[src/hdl/rv32im_instruction_decoder_macros.svh]
// Assertion macros shared by the decoder modules
`ifndef RV32IM_INSTRUCTION_DECODER_MACROS_SVH
`define RV32IM_INSTRUCTION_DECODER_MACROS_SVH
// implication checked every cycle outside reset
`define RVD_ASSERT_IMP(label, clk, rst, lhs, rhs, msg) \
   label: assert property (@(posedge clk) disable iff (rst) (lhs) |-> (rhs)) else $error(msg);
// implication checked in the following cycle
`define RVD_ASSERT_NEXT(label, clk, rst, lhs, rhs, msg) \
   label: assert property (@(posedge clk) disable iff (rst) (lhs) |=> (rhs)) else $error(msg);
`endif

[src/hdl/rvd_pkg.sv]
// Package: decoder types, mnemonic codes and match table
`timescale 1ns / 1ps
package rvd_pkg;
   localparam int unsigned NumPatterns = 49;

   typedef enum logic [6:0] {
      MN_BEQ = 7'd0, MN_BNE = 7'd1, MN_BLT = 7'd2, MN_BGE = 7'd3, MN_BLTU = 7'd4,
      MN_BGEU = 7'd5, MN_JALR = 7'd6, MN_JAL = 7'd7, MN_LUI = 7'd8, MN_AUIPC = 7'd9,
      MN_ADDI = 7'd10, MN_SLLI = 7'd11, MN_SLTI = 7'd12, MN_SLTIU = 7'd13,
      MN_XORI = 7'd14, MN_SRLI = 7'd15, MN_SRAI = 7'd16, MN_ORI = 7'd17,
      MN_ANDI = 7'd18, MN_ADD = 7'd19, MN_SUB = 7'd20, MN_SLL = 7'd21,
      MN_SLT = 7'd22, MN_SLTU = 7'd23, MN_XOR = 7'd24, MN_SRL = 7'd25,
      MN_SRA = 7'd26, MN_OR = 7'd27, MN_AND = 7'd28, MN_LB = 7'd29, MN_LH = 7'd30,
      MN_LW = 7'd31, MN_LBU = 7'd32, MN_LHU = 7'd33, MN_SB = 7'd34, MN_SH = 7'd35,
      MN_SW = 7'd36, MN_FENCE = 7'd37, MN_FENCEI = 7'd38, MN_ECALL = 7'd39,
      MN_EBREAK = 7'd40, MN_MUL = 7'd41, MN_MULH = 7'd42, MN_MULHSU = 7'd43,
      MN_MULHU = 7'd44, MN_DIV = 7'd45, MN_DIVU = 7'd46, MN_REM = 7'd47,
      MN_REMU = 7'd48, MN_NOP = 7'd49, MN_LI = 7'd50, MN_MV = 7'd51,
      MN_BEQZ = 7'd52, MN_BNEZ = 7'd53, MN_BGEZ = 7'd54, MN_BLEZ = 7'd55,
      MN_BLTZ = 7'd56, MN_BGTZ = 7'd57, MN_J = 7'd58, MN_RET = 7'd59,
      MN_JR = 7'd60, MN_SEQZ = 7'd61, MN_SNEZ = 7'd62, MN_SGTZ = 7'd63,
      MN_NEG = 7'd64, MN_NOT = 7'd65
   } mnemonic_type;

   // classified request passed from front to back
   typedef struct packed {
      logic         recognized;
      mnemonic_type base_id;
      logic [31:0]  word;
      logic [31:0]  pc;
   } classified_type;

   typedef struct packed {
      logic [31:0] mask;
      logic [31:0] match;
   } pattern_type;

   function automatic pattern_type pattern_at(input logic [5:0] k);
      pattern_type p;
      p = '{mask: 32'h0000_707f, match: 32'h0};
      unique case (k)
         6'd0: p.match = 32'h63;
         6'd1: p.match = 32'h1063;
         6'd2: p.match = 32'h4063;
         6'd3: p.match = 32'h5063;
         6'd4: p.match = 32'h6063;
         6'd5: p.match = 32'h7063;
         6'd6: p.match = 32'h67;
         6'd7: p = '{32'h7f, 32'h6f};
         6'd8: p = '{32'h7f, 32'h37};
         6'd9: p = '{32'h7f, 32'h17};
         6'd10: p.match = 32'h13;
         6'd11: p = '{32'hfe00707f, 32'h1013};
         6'd12: p.match = 32'h2013;
         6'd13: p.match = 32'h3013;
         6'd14: p.match = 32'h4013;
         6'd15: p = '{32'hfe00707f, 32'h5013};
         6'd16: p = '{32'hfe00707f, 32'h40005013};
         6'd17: p.match = 32'h6013;
         6'd18: p.match = 32'h7013;
         6'd19: p = '{32'hfe00707f, 32'h33};
         6'd20: p = '{32'hfe00707f, 32'h40000033};
         6'd21: p = '{32'hfe00707f, 32'h1033};
         6'd22: p = '{32'hfe00707f, 32'h2033};
         6'd23: p = '{32'hfe00707f, 32'h3033};
         6'd24: p = '{32'hfe00707f, 32'h4033};
         6'd25: p = '{32'hfe00707f, 32'h5033};
         6'd26: p = '{32'hfe00707f, 32'h40005033};
         6'd27: p = '{32'hfe00707f, 32'h6033};
         6'd28: p = '{32'hfe00707f, 32'h7033};
         6'd29: p.match = 32'h3;
         6'd30: p.match = 32'h1003;
         6'd31: p.match = 32'h2003;
         6'd32: p.match = 32'h4003;
         6'd33: p.match = 32'h5003;
         6'd34: p.match = 32'h23;
         6'd35: p.match = 32'h1023;
         6'd36: p.match = 32'h2023;
         6'd37: p.match = 32'hf;
         6'd38: p.match = 32'h100f;
         6'd39: p = '{32'hffffffff, 32'h73};
         6'd40: p = '{32'hffffffff, 32'h100073};
         6'd41: p = '{32'hfe00707f, 32'h2000033};
         6'd42: p = '{32'hfe00707f, 32'h2001033};
         6'd43: p = '{32'hfe00707f, 32'h2002033};
         6'd44: p = '{32'hfe00707f, 32'h2003033};
         6'd45: p = '{32'hfe00707f, 32'h2004033};
         6'd46: p = '{32'hfe00707f, 32'h2005033};
         6'd47: p = '{32'hfe00707f, 32'h2006033};
         6'd48: p = '{32'hfe00707f, 32'h2007033};
         default: p = '{32'hffffffff, 32'h0};
      endcase
      return p;
   endfunction
endpackage

[src/hdl/rvd_front.sv]
// Front end: takes requests and matches the word against the encoding table
`timescale 1ns / 1ps
module rvd_front (
   input  logic                    clock,
   input  logic                    reset,
   input  logic                    req_valid,
   output logic                    req_stall,
   input  logic [31:0]             req_instr_word,
   input  logic [31:0]             req_pc,
   output logic                    cls_valid,
   input  logic                    cls_stall,
   output rvd_pkg::classified_type cls_data
);
   logic                    valid_ff, valid_in;
   rvd_pkg::classified_type data_ff, data_in;
   logic [48:0]             hit;
   logic                    take;

   // first hit wins, table order
   always_comb begin
      rvd_pkg::pattern_type p;
      for (int k = 0; k < rvd_pkg::NumPatterns; k++) begin
         p = rvd_pkg::pattern_at(6'(k));
         hit[k] = (req_instr_word & p.mask) == p.match;
      end
   end

   always_comb begin
      data_in.recognized = |hit;
      data_in.base_id    = rvd_pkg::MN_BEQ;
      data_in.word       = req_instr_word;
      data_in.pc         = req_pc;
      for (int k = rvd_pkg::NumPatterns - 1; k >= 0; k--) begin
         if (hit[k]) data_in.base_id = rvd_pkg::mnemonic_type'(7'(k));
      end
   end

   assign req_stall = valid_ff && cls_stall;
   assign take      = req_valid && !req_stall;
   assign valid_in  = take ? 1'b1 : (valid_ff && cls_stall);

   always_ff @(posedge clock) begin
      if (reset) valid_ff <= 1'b0;
      else       valid_ff <= valid_in;
      if (take) data_ff <= data_in;
   end

   assign cls_valid = valid_ff;
   assign cls_data  = data_ff;
endmodule

[src/hdl/rvd_queue.sv]
// Two-entry queue between front and back end
`timescale 1ns / 1ps
`include "rv32im_instruction_decoder_macros.svh"
module rvd_queue (
   input  logic                    clock,
   input  logic                    reset,
   input  logic                    in_valid,
   output logic                    in_stall,
   input  rvd_pkg::classified_type in_data,
   output logic                    out_valid,
   input  logic                    out_stall,
   output rvd_pkg::classified_type out_data
);
   rvd_pkg::classified_type mem_ff [2];
   logic       wptr_ff, wptr_in, rptr_ff, rptr_in;
   logic [1:0] count_ff, count_in;
   logic       push, pop;

   assign in_stall  = count_ff == 2'd2;
   assign out_valid = count_ff != 2'd0;
   assign out_data  = mem_ff[rptr_ff];
   assign push      = in_valid && !in_stall;
   assign pop       = out_valid && !out_stall;
   assign wptr_in   = wptr_ff ^ push;
   assign rptr_in   = rptr_ff ^ pop;
   assign count_in  = count_ff + {1'b0, push} - {1'b0, pop};

   always_ff @(posedge clock) begin
      if (reset) begin
         wptr_ff  <= 1'b0;
         rptr_ff  <= 1'b0;
         count_ff <= 2'd0;
      end else begin
         wptr_ff  <= wptr_in;
         rptr_ff  <= rptr_in;
         count_ff <= count_in;
      end
      if (push) mem_ff[wptr_ff] <= in_data;
   end

   `RVD_ASSERT_IMP(a_q_bound, clock, reset, 1'b1, count_ff <= 2'd2, "queue overfilled")
   `RVD_ASSERT_NEXT(a_q_full, clock, reset, push && !pop && count_ff == 2'd1,
      count_ff == 2'd2, "queue count lost a push")
   `RVD_ASSERT_IMP(a_q_ptr, clock, reset, count_ff == 2'd0 || count_ff == 2'd2,
      wptr_ff == rptr_ff, "queue pointers disagree with count")
endmodule

[src/hdl/rvd_back.sv]
// Back end: picks aliases, forms operands and immediate, holds the response
`timescale 1ns / 1ps
`include "rv32im_instruction_decoder_macros.svh"
module rvd_back (
   input  logic                    clock,
   input  logic                    reset,
   input  logic                    cls_valid,
   output logic                    cls_stall,
   input  rvd_pkg::classified_type cls_data,
   output logic                    rsp_valid,
   input  logic                    rsp_stall,
   output logic [6:0]              rsp_mnemonic_id,
   output logic [4:0]              rsp_src_reg_a,
   output logic [4:0]              rsp_src_reg_b,
   output logic [4:0]              rsp_dest_reg,
   output logic                    rsp_uses_src_a,
   output logic                    rsp_uses_src_b,
   output logic                    rsp_uses_dest,
   output logic signed [31:0]      rsp_immediate,
   output logic                    rsp_recognized
);
   logic [31:0] w, pc, ii, is, ib, ij, tb, imm;
   logic [4:0]  rs1, rs2, rd;
   logic        ua, ub, ud, ok, take;
   rvd_pkg::mnemonic_type id;

   logic        valid_ff, valid_in;
   logic [6:0]  id_ff;
   logic [4:0]  ra_ff, rb_ff, rd_ff;
   logic        ua_ff, ub_ff, ud_ff, ok_ff;
   logic [31:0] imm_ff;

   assign w   = cls_data.word;
   assign pc  = cls_data.pc;
   assign rs1 = w[19:15];
   assign rs2 = w[24:20];
   assign rd  = w[11:7];
   assign ii  = {{20{w[31]}}, w[31:20]};
   assign is  = {{20{w[31]}}, w[31:25], w[11:7]};
   assign ib  = {{20{w[31]}}, w[7], w[30:25], w[11:8], 1'b0};
   assign ij  = {{12{w[31]}}, w[19:12], w[20], w[30:21], 1'b0};
   assign tb  = pc + ib;

   always_comb begin
      id  = cls_data.base_id;
      ua  = 1'b1;
      ub  = 1'b1;
      ud  = 1'b1;
      imm = '0;
      ok  = cls_data.recognized;
      unique case (cls_data.base_id)
         rvd_pkg::MN_BEQ, rvd_pkg::MN_BNE, rvd_pkg::MN_BLT, rvd_pkg::MN_BGE,
         rvd_pkg::MN_BLTU, rvd_pkg::MN_BGEU: begin
            ud  = 1'b0;
            imm = tb;
            if (cls_data.base_id == rvd_pkg::MN_BEQ && rs2 == 5'd0) begin
               id = rvd_pkg::MN_BEQZ; ub = 1'b0;
            end else if (cls_data.base_id == rvd_pkg::MN_BNE && rs2 == 5'd0) begin
               id = rvd_pkg::MN_BNEZ; ub = 1'b0;
            end else if (cls_data.base_id == rvd_pkg::MN_BLT) begin
               if (rs2 == 5'd0) begin
                  id = rvd_pkg::MN_BLTZ; ub = 1'b0;
               end else if (rs1 == 5'd0) begin
                  id = rvd_pkg::MN_BGTZ; ua = 1'b0;
               end
            end else if (cls_data.base_id == rvd_pkg::MN_BGE) begin
               if (rs2 == 5'd0) begin
                  id = rvd_pkg::MN_BGEZ; ub = 1'b0;
               end else if (rs1 == 5'd0) begin
                  id = rvd_pkg::MN_BLEZ; ua = 1'b0;
               end
            end
         end
         rvd_pkg::MN_JALR: begin
            ub = 1'b0;
            ud = 1'b0;
            priority if (ii == 32'd0 && rd == 5'd0 && rs1 == 5'd1) begin
               id = rvd_pkg::MN_RET; ua = 1'b0;
            end else if (ii == 32'd0 && rd == 5'd1) begin
               id = rvd_pkg::MN_JALR;
            end else if (ii == 32'd0 && rd == 5'd0) begin
               id = rvd_pkg::MN_JR;
            end else if (rd == rs1) begin
               imm = ii;
            end else begin
               imm = ii; ud = 1'b1;
            end
         end
         rvd_pkg::MN_JAL: begin
            ua = 1'b0; ub = 1'b0;
            imm = pc + ij;
            if (rd == 5'd0) begin
               id = rvd_pkg::MN_J; ud = 1'b0;
            end
         end
         rvd_pkg::MN_LUI, rvd_pkg::MN_AUIPC: begin
            ua = 1'b0; ub = 1'b0;
            imm = {12'd0, w[31:12]};
         end
         rvd_pkg::MN_ADDI: begin
            ub = 1'b0;
            if (rs1 == 5'd0) begin
               ua = 1'b0;
               if (rd == 5'd0 && ii == 32'd0) begin
                  id = rvd_pkg::MN_NOP; ud = 1'b0;
               end else begin
                  id = rvd_pkg::MN_LI; imm = ii;
               end
            end else if (ii == 32'd0) id = rvd_pkg::MN_MV;
            else imm = ii;
         end
         rvd_pkg::MN_SLLI, rvd_pkg::MN_SRLI, rvd_pkg::MN_SRAI: begin
            ub = 1'b0;
            imm = {27'd0, rs2};
         end
         rvd_pkg::MN_SLTIU: begin
            ub = 1'b0;
            if (ii == 32'd1) id = rvd_pkg::MN_SEQZ;
            else imm = ii;
         end
         rvd_pkg::MN_XORI: begin
            ub = 1'b0;
            if (ii == 32'hffff_ffff) id = rvd_pkg::MN_NOT;
            else imm = ii;
         end
         rvd_pkg::MN_SLTI, rvd_pkg::MN_ORI, rvd_pkg::MN_ANDI, rvd_pkg::MN_LB,
         rvd_pkg::MN_LH, rvd_pkg::MN_LW, rvd_pkg::MN_LBU, rvd_pkg::MN_LHU: begin
            ub = 1'b0;
            imm = ii;
         end
         rvd_pkg::MN_SUB: if (rs1 == 5'd0) begin
            id = rvd_pkg::MN_NEG; ua = 1'b0;
         end
         rvd_pkg::MN_SLT: if (rs1 == 5'd0) begin
            id = rvd_pkg::MN_SGTZ; ua = 1'b0;
         end
         rvd_pkg::MN_SLTU: if (rs1 == 5'd0) begin
            id = rvd_pkg::MN_SNEZ; ua = 1'b0;
         end
         rvd_pkg::MN_SB, rvd_pkg::MN_SH, rvd_pkg::MN_SW: begin
            ud = 1'b0;
            imm = is;
         end
         rvd_pkg::MN_FENCE, rvd_pkg::MN_FENCEI, rvd_pkg::MN_ECALL,
         rvd_pkg::MN_EBREAK: begin
            ua = 1'b0; ub = 1'b0; ud = 1'b0;
         end
         default: ;
      endcase
      if (!ok) begin
         id = rvd_pkg::MN_BEQ;
         ua = 1'b0; ub = 1'b0; ud = 1'b0;
         imm = '0;
      end
   end

   assign cls_stall = valid_ff && rsp_stall;
   assign take      = cls_valid && !cls_stall;
   assign valid_in  = take ? 1'b1 : (valid_ff && rsp_stall);

   always_ff @(posedge clock) begin
      if (reset) valid_ff <= 1'b0;
      else       valid_ff <= valid_in;
      if (take) begin
         id_ff  <= id;
         ra_ff  <= ua ? rs1 : 5'd0;
         rb_ff  <= ub ? rs2 : 5'd0;
         rd_ff  <= ud ? rd : 5'd0;
         ua_ff  <= ua;
         ub_ff  <= ub;
         ud_ff  <= ud;
         imm_ff <= imm;
         ok_ff  <= ok;
      end
   end

   assign rsp_valid       = valid_ff;
   assign rsp_mnemonic_id = id_ff;
   assign rsp_src_reg_a   = ra_ff;
   assign rsp_src_reg_b   = rb_ff;
   assign rsp_dest_reg    = rd_ff;
   assign rsp_uses_src_a  = ua_ff;
   assign rsp_uses_src_b  = ub_ff;
   assign rsp_uses_dest   = ud_ff;
   assign rsp_immediate   = imm_ff;
   assign rsp_recognized  = ok_ff;

   `RVD_ASSERT_IMP(a_b_unrec, clock, reset, valid_ff && !ok_ff,
      id_ff == rvd_pkg::MN_BEQ && !ua_ff && !ub_ff && !ud_ff && imm_ff == 32'd0,
      "unrecognised response not cleared")
   `RVD_ASSERT_IMP(a_b_rega, clock, reset, valid_ff && !ua_ff, ra_ff == 5'd0,
      "unused source a not zero")
   `RVD_ASSERT_NEXT(a_b_hold, clock, reset, valid_ff && rsp_stall, valid_ff,
      "stalled response dropped")
endmodule

[src/hdl/rv32im_instruction_decoder.sv]
// Top level of the RV32IM instruction decoder
`timescale 1ns / 1ps
// RV32IM instruction decoder.
// Request channel (req_): raw instruction word plus its pc, valid/stall
// handshake; a request is taken at a clock edge with req_valid high and
// req_stall low.
// Response channel (rsp_): mnemonic id (base or preferred alias), register
// operands with usage flags, immediate (or branch/jump target, upper field,
// shamt) and a recognised flag; unrecognised words give all-zero fields.
// Front end registers the request and the first-hit table match; a two-entry
// queue decouples it from the back end, which chooses aliases, builds the
// immediate and target, and holds the response register.
// Path: an accepted request is registered in the front end, then queued,
// then captured in the response register that drives rsp_valid.
// Throughput: one request per cycle, sustained while rsp_stall stays low;
// the table match is combinational, with separate branch and jump adders.
// Reset (synchronous, active high) empties every stage; no state otherwise.
// A stalled receiver holds the response steady; the queue and front register
// fill, after which req_stall rises. Nothing is dropped or repeated.
module rv32im_instruction_decoder (
   input  logic               clock,
   input  logic               reset,
   input  logic               req_valid,
   output logic               req_stall,
   input  logic [31:0]        req_instr_word,
   input  logic [31:0]        req_pc,
   output logic               rsp_valid,
   input  logic               rsp_stall,
   output logic [6:0]         rsp_mnemonic_id,
   output logic [4:0]         rsp_src_reg_a,
   output logic [4:0]         rsp_src_reg_b,
   output logic [4:0]         rsp_dest_reg,
   output logic               rsp_uses_src_a,
   output logic               rsp_uses_src_b,
   output logic               rsp_uses_dest,
   output logic signed [31:0] rsp_immediate,
   output logic               rsp_recognized
);
   rvd_pkg::classified_type f_data, q_data;
   logic f_valid, f_stall, q_valid, q_stall;

   rvd_front u_front (
      .clock, .reset, .req_valid, .req_stall, .req_instr_word, .req_pc,
      .cls_valid(f_valid), .cls_stall(f_stall), .cls_data(f_data)
   );

   rvd_queue u_queue (
      .clock, .reset,
      .in_valid(f_valid), .in_stall(f_stall), .in_data(f_data),
      .out_valid(q_valid), .out_stall(q_stall), .out_data(q_data)
   );

   rvd_back u_back (
      .clock, .reset,
      .cls_valid(q_valid), .cls_stall(q_stall), .cls_data(q_data),
      .rsp_valid, .rsp_stall, .rsp_mnemonic_id, .rsp_src_reg_a, .rsp_src_reg_b,
      .rsp_dest_reg, .rsp_uses_src_a, .rsp_uses_src_b, .rsp_uses_dest,
      .rsp_immediate, .rsp_recognized
   );
endmodule

[config.mk]
export PLATFORM = sky130hd
export DESIGN_NAME = rv32im_instruction_decoder
export DESIGN_NICKNAME = d
export VERILOG_FILES = /design/src/hdl/rvd_pkg.sv /design/src/hdl/rvd_front.sv /design/src/hdl/rvd_queue.sv /design/src/hdl/rvd_back.sv /design/src/hdl/rv32im_instruction_decoder.sv
export VERILOG_INCLUDE_DIRS = /design/src /design/src/hdl
export SDC_FILE = /design/constraint.sdc
export NUM_CORES = 1
export LEC_CHECK = 0
export ABC_AREA = 1
export BUFFER_PORTS_ARGS = -buffer_cell sky130_fd_sc_hd__clkbuf_2
export CAP_MARGIN = 20
export CORE_MARGIN = 5
export CORE_UTILIZATION = 61
export CTS_CLUSTER_DIAMETER = 50
export DETAILED_ROUTE_END_ITERATION = 10
export PLACE_DENSITY = 0.81
export SLEW_MARGIN = 10
export SYNTH_ARGS = -nofsm -noshare
export SYNTH_HDL_FRONTEND = slang
export SYNTH_HIERARCHICAL = 1
export SYNTH_SLANG_ARGS = --single-unit
[constraint.sdc]
create_clock -name clock -period 6 [get_ports clock]
set_clock_uncertainty 0.2 [all_clocks]
set_input_delay 0.3 -clock clock [delete_from_list [all_inputs] [get_ports clock]]
set_output_delay 0.3 -clock clock [all_outputs]
set_load 0.01 [all_outputs]
==> results.ini, run 1 <==
[status]
status = complete, no violations

[placement]
gp_congestion = 0.9890
place_hpwl_mm = 26.02
dpl_cell_area_sq_um = 15360
numPortBuffers = 127

[min_path]
hp-class = input port to register
min-delay-start = req_instr_word[6]

[critical_path]
cp_common_cell = nor2_1
cp-startpoint = u_queue/rptr_ff$_SDFF_PP0_
cpPeakStageDelay_ns = 0.71
startpoint_type = register
slowest_stage = buf_4
rr_startpoint = u_queue/rptr_ff$_SDFF_PP0_
worstPathCellList = buf_4 -> mux2_4 -> inv_1 -> nand2_1 -> o21ai_0 -> inv_1 -> ha_1 -> nand2_1 -> nor2_1 -> nand3_1 -> nand3_1 -> xnor2_1 -> nor2_1 -> nor2_1 -> nor2_1
endpoint_kind = register
critPathKind = register to register
required_ns = 6.08
cp_max_fo = 47
cp.arrival_ns = 4.27

[sta]
fin_setup_tns_ns = 0
hold_viol_final = 0
rsz0062_at_grt = no
worst_pin_slew_ns = 0.8754
setup_viol = 0
holdWs_ns = 0.1569
period_needed_ns = 4.192
timing.fmax_mhz = 238.6
relSlewSlack_pct = 41.64
fin_crit_sh_pct = 69.86
slew_violations = 0

[cts]
cts_tree = done
clock_latency_ns = 0.55
clock-sinks = 258
cts_htree_levels = 1
cts_made_buffers = 26
cts_buffer_depth = 3
cts-root-buf = clkbuf_16
ctsResizeCount = 0
path_clk_slew_ns = 0.06

[finish]
final_cell_mix = nand2_1 (399), edfxtp_1 (252), inv_1 (211)
nNetsFinal = 1841
n_antenna_cell = 0
design_area_sq_um = 16810
final_common_cell = nand2_1
drive_gt1_share_pct = 17.97
fill_cells = 1756
final_util_pct = 71.81
regMostFlops = u_queue/mem_ff
syn_to_final_growth_pct = 16.21
largest_reg_flops = 130

[routing]
firstDrtPassIters = 6
wl_mm = 37.27
drc = 0
dr_total_vias = 11490
ant_nets = 0
via_per_inst = 5.532
drtIter0Drc = 1179
routedWlPerCell_um = 17.95

[pwr]
combPwrFrac_pct = 43.0
vdd_drop_max_uv = 433.3
p_per_area_nw_per_um2 = 432.2
share_seq_of_total_power_pct = 35.2
p_switching_uw = 2848
leakage_uw = 0.007553
total_power_uw = 7263
p_int_uw = 4414
power.share.clock_pct = 21.8
swShare_pct = 39.22

[run]
maxCapViolCount = 0

[global_route]
grt_util_met2_pct = 45.19
use_met3_pct = 3.890
grt_max_degree = 66
grt_util_all_layers_pct = 27.61
grt_pass1_wl_mm = 57.75
antenna_found_initial = 0
grtUsageMet1_pct = 39.31
grt_busiest_layer = met2
grt_overflow_total = 0
grt_pass1_vias = 10900

[floorplan]
die_w_um = 164.0
die_area_sq_um = 26890
start_util_pct = 61.79
die_h_um = 164.0
io_pins = 128
fp-row-count = 56
core_sq_um = 23400

[synthesis]
synthCells = 1543
ys_warn_count = 6
syn_nets = 1646
syn_avg_cell_area_sq_um = 9.372
syn-cell-area_sq_um = 14460

[area by class of cell]
| cell class | count | area (sq um) | area share, % |
|---|---|---|---|
| Inverter | 230 | 870.8 | 5.182 |
| Sequential cell | 258 | 7691 | 45.76 |
| Tap cell | 319 | 399.1 | 2.375 |
| Timing Repair Buffer | 193 | 1281 | 7.624 |
| Clock inverter | 11 | 155.1 | 0.9232 |
| Multi-Input combinational cell | 1029 | 5717 | 34.02 |
| Clock buffer | 37 | 691.9 | 4.117 |
[per-stage QoR]
stage | setup slack [ns] | std cells
after floorplan | 2.053 | 1543
after global placement | 1.891 | 1969
after detailed placement | 1.872 | 1969
after CTS | 1.838 | 2077
after global routing | 1.410 | 2077
final | 1.808 | 2077
[critical path: cells and delay by family (launching register included)]
family	cells	cell delay, ns
AOI/OAI and AO/OA	1	0.12
xor gates and xnor gates	1	0.14
adders and majority gates	1	0.35
buffers and inverters	3	0.92
and+or+nand+nor	8	1.11
muxes	1	0.48
DFF	1	0.58
[layer usage]
metal	up-vias	part of all wire (%)
met1	5279	41
met4	0	2.4
met5	-	0
met2	598	47
met3	81	9.7
li1	5532	-
[path summary, 6_finish.rpt]
kind                                             to  slack [ns]  cells past startpoint
max          u_back/rsp_immediate[13]$_SDFFCE_PN0P_        1.81                     15
max reg2reg  u_back/rsp_immediate[13]$_SDFFCE_PN0P_        1.81                     15
min              u_front/cls_data[67]$_SDFFCE_PP0P_        0.16                      4
min reg2reg         u_queue/mem_ff[1][53]$_DFFE_PP_        0.23                      0
[power groups by stage]
| stage | combinational, uW | sequential, uW | clock [uW] |
|---|---|---|---|
| final | 3120 | 2550 | 1580 |
| after global routing | 3430 | 2580 | 1690 |
| after CTS | 3060 | 2560 | 1590 |
| after detailed placement | 3000 | 2590 | 0 |
| after global placement | 2960 | 2570 | 0 |
| after floorplan | 2120 | 2660 | 0 |
[timing repair]
item,CTS,global route
hold buffers,60,0
buffers inserted,0,0
endpoints found under the hold margin,63,0
Note: power is estimated with default switching activity, not from simulation.
==> run 2: changes to the inputs <==
Settings changed: ABC_AREA 1 to 0, CORE_UTILIZATION 61 to 60, PLACE_DENSITY 0.81 to 0.8.
Clock period 6 ns to 4 ns, I/O delays scaled along.
==> results.ini, run 2 <==
[sta]
period_needed_ns = 3.981  ; was 4.192 ns
worst_pin_slew_ns = 0.9444  ; was 0.8754 ns
fin_setup_tns_ns = 0  ; unchanged
slew_violations = 0  ; unchanged
relSlewSlack_pct = 37.04  ; was 41.64%
timing.fmax_mhz = 251.2  ; was 238.6 MHz
rsz0062_at_grt = yes  ; was no
setup_viol = 0  ; unchanged
hold_viol_final = 0  ; unchanged
fin_crit_sh_pct = 99.53  ; was 69.86%

[cts]
cts_made_buffers = 27  ; was 26
path_clk_slew_ns = 0.06  ; about the same
cts-root-buf = clkbuf_16  ; unchanged
cts_buffer_depth = 3  ; unchanged
clock-sinks = 258  ; unchanged
cts_htree_levels = 1  ; unchanged
clock_latency_ns = 0.54  ; was 0.55 ns
cts_tree = done  ; unchanged

[global_route]
grt_overflow_total = 0  ; unchanged
grt_pass1_vias = 9672  ; was 10900
grt_pass1_wl_mm = 54.22  ; was 57.75 mm
antenna_found_initial = 0  ; unchanged
grt_util_all_layers_pct = 28.18  ; was 27.61%
grt_max_degree = 65  ; was 66

[floorplan]
die_w_um = 157.1  ; was 164.0 um
io_pins = 128  ; unchanged
start_util_pct = 61.41  ; was 61.79%
fp-row-count = 53  ; was 56
die_area_sq_um = 24690  ; was 26890 sq um
core_sq_um = 21150  ; was 23400 sq um
die_h_um = 157.1  ; was 164.0 um

[finish]
final_util_pct = 77.57  ; was 71.81%
syn_to_final_growth_pct = 26.32  ; was 16.21%
n_antenna_cell = 0  ; unchanged
drive_gt1_share_pct = 32.10  ; was 17.97%
regMostFlops = u_queue/mem_ff  ; unchanged
nNetsFinal = 1407  ; was 1841
final_cell_mix = edfxtp_1 (252), clkbuf_2 (127), buf_4 (92)  ; was nand2_1 (399), edfxtp_1 (252), inv_1 (211)
largest_reg_flops = 130  ; unchanged
instances_no_fill = 1599  ; was 2077
final_common_cell = edfxtp_1  ; was nand2_1
design_area_sq_um = 16410  ; was 16810 sq um

[placement]
gp_congestion = 0.9826  ; was 0.9890
dpl_cell_area_sq_um = 14500  ; was 15360 sq um
numPortBuffers = 127  ; unchanged
place_hpwl_mm = 23.79  ; was 26.02 mm
numPlacedInstances = 1480  ; was 1969

[routing]
wl_met3_mm = 3.042  ; was 3.610 mm
dr_total_vias = 9913  ; was 11490
wl_mm = 35.33  ; was 37.27 mm
drc = 0  ; unchanged
wl_met1_mm = 14.43  ; was 15.38 mm
ant_nets = 0  ; unchanged
top_layer = met4  ; unchanged
drtIter0Drc = 973  ; was 1179
routedWlPerCell_um = 22.09  ; was 17.95 um
via_per_inst = 6.199  ; was 5.532
wl_met2_mm = 16.98  ; was 17.38 mm
firstDrtPassIters = 7  ; was 6

[critical_path]
cp_max_fo = 7  ; was 47
cp_common_cell = buf_6  ; was nor2_1
startpoint_type = register  ; unchanged
required_ns = 4.06  ; was 6.08 ns
cp.arrival_ns = 4.05  ; was 4.27 ns
critPathKind = register to register  ; unchanged
cpPeakStageDelay_ns = 0.36  ; was 0.71 ns
cp_num_buf_inv = 5  ; was 3
worstPathCellList = buf_6 -> mux2_4 -> nor3_4 -> and3_4 -> and2_4 -> buf_6 -> o21ai_4 -> buf_6 -> ha_4 -> a21o_1 -> o211ai_1 -> a21oi_2 -> o31ai_4 -> buf_6 -> o41ai_2 -> buf_4 -> a21oi_1 -> xor2_1 -> o21ai_2  ; was buf_4 -> mux2_4 -> inv_1 -> nand2_1 -> o21ai_0 -> inv_1 -> ha_1 -> nand2_1 -> nor2_1 -> nand3_1 -> nand3_1 -> xnor2_1 -> nor2_1 -> nor2_1 -> nor2_1
endpoint_kind = register  ; unchanged
slowest_stage = dfxtp_4  ; was buf_4
timing.critical_path.max_delay_family = compound AO/OA/AOI/OAI gates  ; was simple AND/OR/NAND/NOR gates

[synthesis]
syn_nets = 1136  ; was 1646
syn-cell-area_sq_um = 12990  ; was 14460 sq um
synthCells = 1033  ; was 1543
syn_avg_cell_area_sq_um = 12.57  ; was 9.372 sq um
ys_warn_count = 6  ; unchanged

[pwr]
total_power_uw = 11620  ; was 7263 uW
leakage_uw = 0.006234  ; was 0.007553 uW
p_per_area_nw_per_um2 = 707.9  ; was 432.2 nW/um^2
vdd_drop_max_uv = 501.1  ; was 433.3 uV

[status]
status = complete, no violations  ; unchanged

[min_path]
hp-class = input port to register  ; unchanged

[run]
maxCapViolCount = 0  ; unchanged

## run 2: cell types whose count changed in the layout (fill, tap and decap cells not counted), moves of 11 or more
cell | before | now
a21o_1 | 1 | 24
and2_1 | 1 | 19
buf_4 | 6 | 92
inv_1 | 211 | 18
inv_2 | 15 | 1
mux2_2 | 14 | 61
mux2_4 | 51 | 5
nand2_1 | 399 | 72
nand2b_1 | 0 | 19
nand3_1 | 109 | 22
nor2_1 | 175 | 62
xnor2_1 | 5 | 22
xor2_1 | 4 | 15
## run 2: stage by stage
step | worst slack, ns | hold slack, ns
final | 0.01880 | 0.05673
after floorplan | -0.02298 | 0.06669
after global placement | -0.1080 | 0.1768
after global routing | -0.06960 | 0.05311
after CTS | 0.0005973 | 0.02252
after detailed placement | -0.1431 | 0.1786
## run 2: path summary, 6_finish.rpt
check	end	from	depth (start not counted)	slack (ns)
setup / recovery	u_back/rsp_immediate[26]$_SDFFCE_PN0P_	u_queue/rptr_ff$_SDFF_PP0_	19	0.02
hold / removal	u_front/cls_data[44]$_DFFE_PP_	req_instr_word[12]	1	0.06
setup reg to reg	u_back/rsp_immediate[26]$_SDFFCE_PN0P_	u_queue/rptr_ff$_SDFF_PP0_	19	0.02
hold reg to reg	u_queue/mem_ff[1][67]$_DFFE_PP_	u_front/cls_data[67]$_SDFFCE_PP0P_	0	0.24
## run 2: timing repair
| item | CTS | global route |
|---|---|---|
| pin swaps | 10 | 25 |
| buffers inserted | 3 | 5 |
| hold buffers | 62 | 0 |
| setup endpoints to repair | 14 | 44 |
| endpoints found under the hold margin | 68 | 0 |
| resized for setup | 21 | 44 |
## run 2: power breakdown
part | switching (uW) | internal, uW
clock | 1030 | 1570
sequential | 161 | 3550
combinational | 3040 | 2270
## run 2: layer usage
| layer | track usage (%) | vias to the layer above |
|---|---|---|
| met3 | 4.372 | 78 |
| met4 | 6.514 | 0 |
| met1 | 39.83 | 4754 |
| li1 | - | 4545 |
| met2 | 46.75 | 536 |
| met5 | 0 | - |
## run 2: layout make-up
type	count	area [sq um]
Sequential cell	258	7691
Multi-Input combinational cell	709	5309
Fill cell	1294	4745
Timing Repair Buffer	289	2046
Clock buffer	33	728.2
Tap cell	275	344.1
Clock inverter	16	220.2
Inverter	19	71.32
